**config.mk**
```make
export PLATFORM = sky130hd
export DESIGN_NAME = gated_work_sleep_duty_cycler_unit
export DESIGN_NICKNAME = d
export VERILOG_FILES = /design/src/gwsd_pkg.sv /design/src/gwsd_core.sv /design/src/gated_work_sleep_duty_cycler_unit.sv
export SDC_FILE = /design/constraint.sdc
export NUM_CORES = 1
export LEC_CHECK = 0
export BUFFER_PORTS_ARGS = -buffer_cell sky130_fd_sc_hd__clkbuf_2
export CAP_MARGIN = 20
export CORE_UTILIZATION = 50
export CTS_BUF_LIST = sky130_fd_sc_hd__clkbuf_8
export DETAILED_ROUTE_END_ITERATION = 10
export PLACE_DENSITY = 0.71
export SLEW_MARGIN = 10
export SYNTH_ARGS = -nofsm -noshare
export SYNTH_HDL_FRONTEND = slang
export SYNTH_HIERARCHICAL = 1
export SYNTH_SLANG_ARGS = --single-unit
```
**constraint.sdc**
```tcl
create_clock -name i_clk -period 8.6 [get_ports i_clk]
set_input_delay 1.72 -clock i_clk [delete_from_list [all_inputs] [get_ports i_clk]]
set_output_delay 1.72 -clock i_clk [all_outputs]
set_load 0.05 [all_outputs]
```
**src/gwsd_pkg.sv**
```systemverilog
// Shared types and constants for the work/sleep duty-cycle controller.
// Depends on nothing; imported by gwsd_core and the top level.
package gwsd_pkg;

    // event codes carried by the operation field
    localparam logic [3:0] OP_TICK          = 4'd0;
    localparam logic [3:0] OP_SET_MACHINE   = 4'd1;
    localparam logic [3:0] OP_TOGGLE_MACH   = 4'd2;
    localparam logic [3:0] OP_SET_APP       = 4'd3;
    localparam logic [3:0] OP_SET_LOCK      = 4'd4;
    localparam logic [3:0] OP_SET_CHARGING  = 4'd5;
    localparam logic [3:0] OP_SET_CHG_DONE  = 4'd6;
    localparam logic [3:0] OP_RESTART_WORK  = 4'd7;
    localparam logic [3:0] OP_RESYNC_RUN    = 4'd8;

    // reported status codes
    localparam logic [1:0] ST_WORK      = 2'd0;
    localparam logic [1:0] ST_STANDBY   = 2'd1;
    localparam logic [1:0] ST_CHARGING  = 2'd2;
    localparam logic [1:0] ST_CHG_DONE  = 2'd3;

    // configuration register indexes and reset values
    localparam logic       REG_WORK_PERIOD  = 1'b0;
    localparam logic       REG_SLEEP_PERIOD = 1'b1;
    localparam logic [15:0] PERIOD_RESET    = 16'd1000;

    // one result item
    typedef struct packed {
        logic       run_started;
        logic       run_stopped;
        logic       mode_changed;
        logic       new_mode;
        logic       machine_turned_on;
        logic       machine_turned_off;
        logic [1:0] reported_status;
        logic       power_answer;
    } t_result;

endpackage

```
**src/gwsd_core.sv**
```systemverilog
// Controller state and the combinational event step that updates it.
// Depends on gwsd_pkg; instantiated by gated_work_sleep_duty_cycler_unit.
module gwsd_core
    import gwsd_pkg::*;
#(
    parameter int TIMER_BITS = 16
) (
    input  logic          i_clk,
    input  logic          i_rst_n,
    input  logic          i_fire,
    input  logic [3:0]    i_operation,
    input  logic          i_flag_value,
    input  logic [15:0]   i_work_period,
    input  logic [15:0]   i_sleep_period,
    output t_result       o_result
);

    localparam int CW = (TIMER_BITS > 16) ? TIMER_BITS : 16;
    localparam logic [CW-1:0] TMAX = CW'({TIMER_BITS{1'b1}});

    logic                  r_sleep_mode, n_sleep_mode;
    logic                  r_machine_on, n_machine_on;
    logic                  r_app_on, n_app_on;
    logic                  r_locked, n_locked;
    logic                  r_charging, n_charging;
    logic                  r_charge_done, n_charge_done;
    logic                  r_run_active, n_run_active;
    logic [TIMER_BITS-1:0] r_work_rem, n_work_rem;
    logic                  r_work_run, n_work_run;
    logic [TIMER_BITS-1:0] r_sleep_rem, n_sleep_rem;
    logic                  r_sleep_run, n_sleep_run;

    logic [CW-1:0]         work_ext, sleep_ext;
    logic [TIMER_BITS-1:0] work_load, sleep_load;

    // period saturated to the timer width
    always_comb begin
        work_ext   = CW'(i_work_period);
        sleep_ext  = CW'(i_sleep_period);
        work_load  = (work_ext > TMAX) ? TMAX[TIMER_BITS-1:0] : work_ext[TIMER_BITS-1:0];
        sleep_load = (sleep_ext > TMAX) ? TMAX[TIMER_BITS-1:0] : sleep_ext[TIMER_BITS-1:0];
    end

    // event step: mirrors the ordered flag updates of one event
    always_comb begin
        logic gated, w_exp, s_exp, target, s;
        logic p_start, p_stop, p_mode, on_p, off_p, answer;
        n_sleep_mode  = r_sleep_mode;
        n_machine_on  = r_machine_on;
        n_app_on      = r_app_on;
        n_locked      = r_locked;
        n_charging    = r_charging;
        n_charge_done = r_charge_done;
        n_run_active  = r_run_active;
        n_work_rem    = r_work_rem;
        n_work_run    = r_work_run;
        n_sleep_rem   = r_sleep_rem;
        n_sleep_run   = r_sleep_run;
        p_start = 1'b0;
        p_stop  = 1'b0;
        p_mode  = 1'b0;
        on_p    = 1'b0;
        off_p   = 1'b0;
        answer  = 1'b0;
        w_exp   = 1'b0;
        s_exp   = 1'b0;
        target  = 1'b0;
        s       = 1'b0;
        gated   = !r_machine_on || !r_app_on || r_locked;

        case (i_operation)
            OP_TICK: begin
                if (r_work_run) begin
                    if (r_work_rem <= TIMER_BITS'(1)) begin
                        w_exp      = 1'b1;
                        n_work_rem = '0;
                        n_work_run = 1'b0;
                    end else begin
                        n_work_rem = r_work_rem - TIMER_BITS'(1);
                    end
                end
                if (r_sleep_run) begin
                    if (r_sleep_rem <= TIMER_BITS'(1)) begin
                        s_exp       = 1'b1;
                        n_sleep_rem = '0;
                        n_sleep_run = 1'b0;
                    end else begin
                        n_sleep_rem = r_sleep_rem - TIMER_BITS'(1);
                    end
                end
                // work expiry first: enter sleep, start sleep timer
                if (w_exp && !gated) begin
                    if (!n_sleep_mode) begin
                        n_sleep_mode = 1'b1;
                        p_mode       = 1'b1;
                    end
                    s = n_machine_on && n_app_on && !n_locked && !n_sleep_mode;
                    if (s != n_run_active) begin
                        n_run_active = s;
                        if (s) p_start = 1'b1;
                        else   p_stop  = 1'b1;
                    end
                    n_sleep_rem = sleep_load;
                    n_sleep_run = 1'b1;
                end
                // then sleep expiry: back to work, restart work timer
                if (s_exp && !gated) begin
                    if (n_sleep_mode) begin
                        n_sleep_mode = 1'b0;
                        p_mode       = 1'b1;
                    end
                    s = n_machine_on && n_app_on && !n_locked && !n_sleep_mode;
                    if (s != n_run_active) begin
                        n_run_active = s;
                        if (s) p_start = 1'b1;
                        else   p_stop  = 1'b1;
                    end
                    n_work_rem = work_load;
                    n_work_run = 1'b1;
                end
            end
            OP_SET_MACHINE, OP_TOGGLE_MACH: begin
                target = (i_operation == OP_SET_MACHINE) ? i_flag_value : !r_machine_on;
                if (target == r_machine_on) begin
                    s = r_machine_on && r_app_on && !r_locked && !r_sleep_mode;
                    if (s != r_run_active) begin
                        n_run_active = s;
                        if (s) p_start = 1'b1;
                        else   p_stop  = 1'b1;
                    end
                end else if (target) begin
                    // switched on: no resync, no timer
                    n_machine_on = 1'b1;
                    on_p         = 1'b1;
                end else begin
                    n_machine_on = 1'b0;
                    n_work_rem   = '0;
                    n_work_run   = 1'b0;
                    n_sleep_rem  = '0;
                    n_sleep_run  = 1'b0;
                    if (r_run_active) begin
                        n_run_active = 1'b0;
                        p_stop       = 1'b1;
                    end
                    off_p = 1'b1;
                end
                answer = n_machine_on;
            end
            OP_SET_APP: begin
                if (r_app_on == i_flag_value) begin
                    s = r_machine_on && r_app_on && !r_locked && !r_sleep_mode;
                    if (s != r_run_active) begin
                        n_run_active = s;
                        if (s) p_start = 1'b1;
                        else   p_stop  = 1'b1;
                    end
                end else begin
                    n_app_on = i_flag_value;
                    if (i_flag_value && r_machine_on && !r_locked) begin
                        if (r_sleep_mode) begin
                            n_sleep_mode = 1'b0;
                            p_mode       = 1'b1;
                        end
                        if (!r_run_active) begin
                            n_run_active = 1'b1;
                            p_start      = 1'b1;
                        end
                        n_work_rem = work_load;
                        n_work_run = 1'b1;
                    end else begin
                        n_work_rem  = '0;
                        n_work_run  = 1'b0;
                        n_sleep_rem = '0;
                        n_sleep_run = 1'b0;
                        s = r_machine_on && i_flag_value && !r_locked && !r_sleep_mode;
                        if (s != r_run_active) begin
                            n_run_active = s;
                            if (s) p_start = 1'b1;
                            else   p_stop  = 1'b1;
                        end
                    end
                end
                answer = n_app_on;
            end
            OP_SET_LOCK: begin
                if (r_locked != i_flag_value) begin
                    n_locked = i_flag_value;
                    if (i_flag_value) begin
                        n_work_rem  = '0;
                        n_work_run  = 1'b0;
                        n_sleep_rem = '0;
                        n_sleep_run = 1'b0;
                    end else if (r_machine_on && r_app_on) begin
                        if (r_sleep_mode) begin
                            n_sleep_mode = 1'b0;
                            p_mode       = 1'b1;
                        end
                        n_work_rem = work_load;
                        n_work_run = 1'b1;
                    end
                    s = n_machine_on && n_app_on && !n_locked && !n_sleep_mode;
                    if (s != n_run_active) begin
                        n_run_active = s;
                        if (s) p_start = 1'b1;
                        else   p_stop  = 1'b1;
                    end
                end
            end
            OP_SET_CHARGING: begin
                n_charging = i_flag_value;
            end
            OP_SET_CHG_DONE: begin
                n_charge_done = i_flag_value;
            end
            OP_RESTART_WORK: begin
                if (!gated) begin
                    if (r_sleep_mode) begin
                        n_sleep_mode = 1'b0;
                        p_mode       = 1'b1;
                    end
                    if (!r_run_active) begin
                        n_run_active = 1'b1;
                        p_start      = 1'b1;
                    end
                    n_work_rem = work_load;
                    n_work_run = 1'b1;
                end
            end
            OP_RESYNC_RUN: begin
                s = r_machine_on && r_app_on && !r_locked && !r_sleep_mode;
                if (s != r_run_active) begin
                    n_run_active = s;
                    if (s) p_start = 1'b1;
                    else   p_stop  = 1'b1;
                end
            end
            default: begin
            end
        endcase

        o_result.run_started        = p_start;
        o_result.run_stopped        = p_stop;
        o_result.mode_changed       = p_mode;
        o_result.new_mode           = n_sleep_mode;
        o_result.machine_turned_on  = on_p;
        o_result.machine_turned_off = off_p;
        o_result.power_answer       = answer;
        // status precedence: charge done, charging, then work or standby
        if (n_charge_done) begin
            o_result.reported_status = ST_CHG_DONE;
        end else if (n_charging) begin
            o_result.reported_status = ST_CHARGING;
        end else if (n_machine_on && n_app_on && !n_locked && !n_sleep_mode) begin
            o_result.reported_status = ST_WORK;
        end else begin
            o_result.reported_status = ST_STANDBY;
        end
    end

    // state registers, updated once per processed item
    always_ff @(posedge i_clk) begin
        if (!i_rst_n) begin
            r_sleep_mode  <= 1'b0;
            r_machine_on  <= 1'b1;
            r_app_on      <= 1'b1;
            r_locked      <= 1'b0;
            r_charging    <= 1'b0;
            r_charge_done <= 1'b0;
            r_run_active  <= 1'b0;
            r_work_rem    <= '0;
            r_work_run    <= 1'b0;
            r_sleep_rem   <= '0;
            r_sleep_run   <= 1'b0;
        end else if (i_fire) begin
            r_sleep_mode  <= n_sleep_mode;
            r_machine_on  <= n_machine_on;
            r_app_on      <= n_app_on;
            r_locked      <= n_locked;
            r_charging    <= n_charging;
            r_charge_done <= n_charge_done;
            r_run_active  <= n_run_active;
            r_work_rem    <= n_work_rem;
            r_work_run    <= n_work_run;
            r_sleep_rem   <= n_sleep_rem;
            r_sleep_run   <= n_sleep_run;
        end
    end

    // a stopped timer always holds a cleared count
    a_work_idle_clear: assert property (@(posedge i_clk) disable iff (!i_rst_n)
        !r_work_run |-> (r_work_rem == '0))
        else $error("work timer stopped with nonzero count");
    a_sleep_idle_clear: assert property (@(posedge i_clk) disable iff (!i_rst_n)
        !r_sleep_run |-> (r_sleep_rem == '0))
        else $error("sleep timer stopped with nonzero count");
    // run is never left active once its conditions are gone
    a_run_implies_ok: assert property (@(posedge i_clk) disable iff (!i_rst_n)
        r_run_active |-> (r_machine_on && r_app_on && !r_locked && !r_sleep_mode))
        else $error("run active while gated or asleep");

endmodule

```
**src/gated_work_sleep_duty_cycler_unit.sv**
```systemverilog
// Top level of the work/sleep duty-cycle controller: handshakes, input and
// result registers, period registers. Depends on gwsd_pkg and gwsd_core.
//
//  channel  direction  handshake          payload
//  -------  ---------  -----------------  -----------------------------------
//  event    in         i_valid / o_stall  i_operation, i_flag_value
//  result   out        o_valid / i_stall  run/mode/machine pulses, status, answer
//  config   in         APB psel/penable   paddr, pwdata -> prdata
//
// One item per clock sustained while the result side does not stall; each item
// passes the input register, then the event step into the result register. The
// step is a few flag updates and two TIMER_BITS decrements side by side. A stall
// at the result side holds the result register, then the input register; o_stall
// rises only when both are full. Reset is synchronous; periods return to 1000.
module gated_work_sleep_duty_cycler_unit
    import gwsd_pkg::*;
#(
    parameter int TIMER_BITS = 16
) (
    input  logic        i_clk,
    input  logic        i_rst_n,
    input  logic        i_valid,
    output logic        o_stall,
    input  logic [3:0]  i_operation,
    input  logic        i_flag_value,
    output logic        o_valid,
    input  logic        i_stall,
    output logic        o_run_started,
    output logic        o_run_stopped,
    output logic        o_mode_changed,
    output logic        o_new_mode,
    output logic        o_machine_turned_on,
    output logic        o_machine_turned_off,
    output logic [1:0]  o_reported_status,
    output logic        o_power_answer,
    input  logic        psel,
    input  logic        penable,
    input  logic        pwrite,
    input  logic [2:0]  paddr,
    input  logic [31:0] pwdata,
    output logic [31:0] prdata,
    output logic        pready
);

    logic        r_in_valid;
    logic [3:0]  r_operation;
    logic        r_flag_value;
    logic        r_out_valid;
    t_result     r_result;
    t_result     step_result;
    logic [15:0] r_work_period;
    logic [15:0] r_sleep_period;
    logic        fire;
    logic        in_take;

    // step runs when the result register is free or being drained
    assign fire    = r_in_valid && (!r_out_valid || !i_stall);
    assign o_stall = r_in_valid && !fire;
    assign in_take = i_valid && !o_stall;

    // input register
    always_ff @(posedge i_clk) begin
        if (!i_rst_n) begin
            r_in_valid <= 1'b0;
        end else if (in_take) begin
            r_in_valid <= 1'b1;
        end else if (fire) begin
            r_in_valid <= 1'b0;
        end
    end

    always_ff @(posedge i_clk) begin
        if (in_take) begin
            r_operation  <= i_operation;
            r_flag_value <= i_flag_value;
        end
    end

    gwsd_core #(
        .TIMER_BITS (TIMER_BITS)
    ) u_core (
        .i_clk          (i_clk),
        .i_rst_n        (i_rst_n),
        .i_fire         (fire),
        .i_operation    (r_operation),
        .i_flag_value   (r_flag_value),
        .i_work_period  (r_work_period),
        .i_sleep_period (r_sleep_period),
        .o_result       (step_result)
    );

    // result register
    always_ff @(posedge i_clk) begin
        if (!i_rst_n) begin
            r_out_valid <= 1'b0;
        end else if (fire) begin
            r_out_valid <= 1'b1;
        end else if (!i_stall) begin
            r_out_valid <= 1'b0;
        end
    end

    always_ff @(posedge i_clk) begin
        if (fire) begin
            r_result <= step_result;
        end
    end

    assign o_valid              = r_out_valid;
    assign o_run_started        = r_result.run_started;
    assign o_run_stopped        = r_result.run_stopped;
    assign o_mode_changed       = r_result.mode_changed;
    assign o_new_mode           = r_result.new_mode;
    assign o_machine_turned_on  = r_result.machine_turned_on;
    assign o_machine_turned_off = r_result.machine_turned_off;
    assign o_reported_status    = r_result.reported_status;
    assign o_power_answer       = r_result.power_answer;

    // period registers, word at byte address 0 and 4
    always_ff @(posedge i_clk) begin
        if (!i_rst_n) begin
            r_work_period  <= PERIOD_RESET;
            r_sleep_period <= PERIOD_RESET;
        end else if (psel && penable && pwrite && pready) begin
            if (paddr[2] == REG_WORK_PERIOD) begin
                r_work_period <= pwdata[15:0];
            end else begin
                r_sleep_period <= pwdata[15:0];
            end
        end
    end

    assign pready = 1'b1;
    assign prdata = (paddr[2] == REG_SLEEP_PERIOD) ? {16'd0, r_sleep_period}
                                                   : {16'd0, r_work_period};

    // work status can only be reported in work mode
    a_status_mode: assert property (@(posedge i_clk) disable iff (!i_rst_n)
        (o_valid && o_reported_status == ST_WORK) |-> !o_new_mode)
        else $error("work status reported in sleep mode");
    // a single event never switches the machine both ways
    a_machine_pulses: assert property (@(posedge i_clk) disable iff (!i_rst_n)
        o_valid |-> !(o_machine_turned_on && o_machine_turned_off))
        else $error("machine on and off pulses together");

endmodule
```
Word-level counts from Yosys, hierarchy flattened:

Index checks and enable logic that the tools add are counted.
W data, S select, Z words.

* bits in registers: 89
* output and inout port bits: 44
* input bits: 47
* logic and storage cells: 263

* equal/unequal tests: 30
* add/subtract/negate cells: 2
* reduce and logical (&&, ||, !) cells: 53
* muxes and demuxes: 146
* $lt $le $gt $ge: 4
* bitwise operators: 2

Operators by type and width (count)
* $mux W16: 21
* $mux W1: 115
* $pmux W16 S5: 1
* $pmux W16 S4: 1
* $gt A16 B16 Y1 const B: 2
* $le A16 B1 Y1 const B: 2
* $sub A16 B1 Y16 const B: 2
* $logic_and A1 B1 Y1: 20
* $reduce_and A9 Y1: 2
* $eq A4 B3 Y1 const B: 4
* $reduce_and A8 Y1: 2
* $logic_not A1 Y1: 15
* $ne A2 B2 Y1 const B: 6
* $pmux W1 S4: 3
* $pmux W1 S6: 2
* $pmux W1 S5: 2
* $eq A4 B2 Y1 const B: 2
* $reduce_and A7 Y1: 1
* $ne A1 B1 Y1: 6
* $ne A2 B1 Y1 const B: 3
* $ne A3 B1 Y1 const B: 2
* $reduce_bool A6 Y1: 1
* $reduce_or A2 Y1: 3
* $reduce_bool A5 Y1: 1
* 13 further kinds: 18

Logic depth before layout (Yosys ltp):

* depth in word-level cells: 17
* mapped depth: 14
* gate-level depth less buffers: 11

Modules after synthesis:

The synthesis kept the hierarchy.

Modules (own cells, without submodules)
* gwsd_core: cells an instance 458, instances 1, seq. area each 820.8 um^2, area an instance 3532.1 um^2
* gated_work_sleep_duty_cycler_unit: cells an instance 183, instances 1, seq. area each 1101.1 um^2, area an instance 2122.0 um^2

Worst setup path after synthesis:

No wires, ideal clock.

* path kind: in2out
* start point: input port paddr[2]
* end point: output port prdata[10]
* path buffers: 2
* path slack: 4.372 ns
* arrival time: 2.508 ns
* required time: 6.880 ns
* stages on the path: 3
* cells stage by stage: buf_6 buf_2 mux2_2

* word-level cells in the longest chain between the ends: 1

Ends and longest elaborated chain
* start, declared: RTL line gated_work_sleep_duty_cycler_unit.sv:39 `input logic [2:0] paddr,`
* $mux W16: RTL line gated_work_sleep_duty_cycler_unit.sv:134 `assign prdata = (paddr[2] == REG_SLEEP_PERIOD) ? {16'd0, r_sleep_period}`
* end, declared: RTL line gated_work_sleep_duty_cycler_unit.sv:41 `output logic [31:0] prdata,`

No other way between the ends.

Worst setup path after layout:

* start point: input port paddr[2]
* end point: output port prdata[15]

Same word-level chain as after synthesis.

==> metrics.csv <==
metric,value,unit
status,"finished, final reports clean",
design_area,6030,µm²
die_x,108,µm
pre_cts_slack,4.09,ns
max_stage_delay,0.43,ns
place_area,5820,µm²
vias_per_cell,6.02,
end_kind,output port,
required,6.88,ns
ant_nets,0,
clock_latency,0.37,ns
clock-skew-final,0.0208,ns
cts_buffer_depth,2,
grt_pass1_wl,22000,µm
worst-slew-pin-transition,1.06,ns
path_common_cell,clkbuf_2,
power.density,148,nW/µm²
rsz0062_at_grt,false,
rows,38,
ys_ff_latch,89,
yosysSeqAreaShare,0.340,
async_flop_share,0,
setup_tns,0,ns
yosys.area.top_type_share,0.266,
cts_root_buf,clkbuf_8,
die_h,108,µm
port_buffers,55,
synth-edff-count,14,
setup_violations,0,
fin_crit_sh,0.527,
synthFlopType,dfxtp_1,
holdBufCountCts,0,
fmax,0.221,GHz
cp_max_fo,19,
ys_warn_count,6,
numCtsBuffers,9,
cts_resized,0,
syn_inst,641,
cap_viol_max_count,0,
cp-start-kind,input port,
wire_per_inst,17.0,µm
crit_chain,clkbuf_2 > mux2_2 > clkbuf_2,
grt_max_degree,71,
ir_drop,0.000105,V
layout.nets,724,
critPathBufInv,2,
synth_cell_types,81,
synthTopCellsByArea,"dfxtp_1 27%, edfxtp_1 7.4%, mux2i_1 7.3%",
clock_sinks,89,
fin_crit,4.53,ns
grt_use_total,0.238,
hold_ws,0.480,ns
drv_slew,0,
nFillCells,1006,
core_area,10900,µm²
min_path_type,register to register,
drc_errors,0,
die_area,11700,µm²
dp_hpwl,9640,µm
power.leakage,2.50,nW
syn_area,5650,µm²
start_util,0.517,
final_common_cell,dfxtp_1,
dr_total_vias,4871,
critPathKind,input port to output port,
grt_overflow,0,
htree_levels,3,
slew_headroom,0.282,
first_pass_iters,5,
drt_wl_total,13700,µm
cpLargestDelayFamily,buffers and inverters,
gp_congestion,0.904,
hold_viol_final,0,
antenna_found_initial,0,
clk_pin_slew_worst_paths,0.09,ns
io_pins,91,
area_growth,6.59,%
grt_pass1_vias,4365,
arrival,2.81,ns
antennaDiodeCount,0,
cts_tree,yes,
drive_gt1_frac,0.170,
post_cts_buffers,0,
avgSynthCellArea,8.82,µm²
drtIter0Drc,390,
final_cell_mix,"75 x dfxtp_1, 73 x nand2_1, 55 x clkbuf_2, 41 x mux2i_1, 40 x a21oi_1",
yosys.area.top_type,dfxtp_1,
slowest_stage,clkbuf_2,
setup_slack,4.07,ns
## synth_stat cells, drive strengths merged, types with 10 or more instances
| cell | count |
|---|---|
| nand2 | 73 |
| nand3 | 14 |
| nor2 | 34 |
| edfxtp | 14 |
| a21oi | 41 |
| inv | 19 |
| dfxtp | 75 |
| mux2 | 17 |
| a211oi | 10 |
| a22oi | 11 |
| o21ai | 20 |
| nor2b | 23 |
| nor3 | 17 |
| buf | 42 |
| ha | 13 |
| mux2i | 41 |
| nand2b | 13 |
| clkbuf | 22 |
| nor4 | 10 |
| o32ai | 16 |
## sequential cells by signal (all words and copies together) (netlist names), 2 cells and up
| register | count |
|---|---|
| r_work_period | 16 |
| u_core/r_sleep_rem | 16 |
| r_operation | 4 |
| o_reported_status | 2 |
| r_sleep_period | 16 |
| u_core/r_work_rem | 16 |
## report_power, final
part	internal (mW)	switching (mW)	leakage (nW)
combinational	0.0576	0.116	1.67
sequential	0.434	0.0155	0.742
clock	0.108	0.162	0.0891
total	0.600	0.293	2.50
## cells by family (layout without fill, tap and decap cells)
kind of cell	count (synthesis)	after routing	synth area share
and+or+nand+nor	227	227	0.220
xor gates and xnor gates	11	11	0.0170
buffers and inverters	84	97	0.0825
muxes	58	58	0.106
other	2	17	0.00133
DFF	89	89	0.340
AOI/OAI and AO/OA	157	157	0.204
adders and majority gates	13	13	0.0288
## worst register-to-register path: cells and delay by family (launching register included)
family,cells,cell delay (ns)
multiplexers,1,0.15
AO/OA/AOI/OAI,6,1.09
flip-flops,1,0.69
adder cells (fa/ha/maj),1,0.36
AND/OR/NAND/NOR,3,0.78
buffers and inverters,1,0.22
## path summary, 6_finish.rpt
check	startpoint	to	slack, ns	cells past startpoint
worst max-delay path	paddr[2]	prdata[15]	4.07	3
worst min-delay path	u_core/r_work_rem[15]$_SDFFE_PN0P_	u_core/r_work_rem[15]$_SDFFE_PN0P_	0.48	2
worst max register to register	r_operation[3]$_DFFE_PP_	u_core/r_work_rem[1]$_SDFFE_PN0P_	5.18	12
worst min register to register	u_core/r_work_rem[15]$_SDFFE_PN0P_	u_core/r_work_rem[15]$_SDFFE_PN0P_	0.48	2
## layer usage
| metal | up-vias | global-route usage | routed length [µm] | share of wire |
|---|---|---|---|---|
| met5 | - | 0 | 0 | 0 |
| met4 | 0 | 0.0685 | 189 | 0.014 |
| met3 | 18 | 0.0386 | 684 | 0.050 |
| met2 | 135 | 0.374 | 6470 | 0.47 |
| met1 | 2358 | 0.337 | 6380 | 0.46 |
| li1 | 2360 | - | - | - |
## cell type report
cell class	count	area (µm²)	share of cell area
multi-input combinational	483	3340	0.554
timing repair buffer	61	335	0.0556
clock inverter	7	56.3	0.00934
sequential	89	1920	0.319
tap	140	175	0.0291
inverter	20	75.1	0.0125
clock buffer	9	124	0.0206
## per-stage QoR
stage / std cells / total power [mW] / util
floorplan: 656 / 0.598 / -
global placement: 791 / 0.622 / 0.532
detailed placement: 791 / 0.626 / 0.532
CTS: 807 / 0.894 / 0.548
global route: 809 / 0.934 / 0.551
finish: 809 / 0.892 / 0.551
No activity file was read; power rests on OpenSTA's default activity.
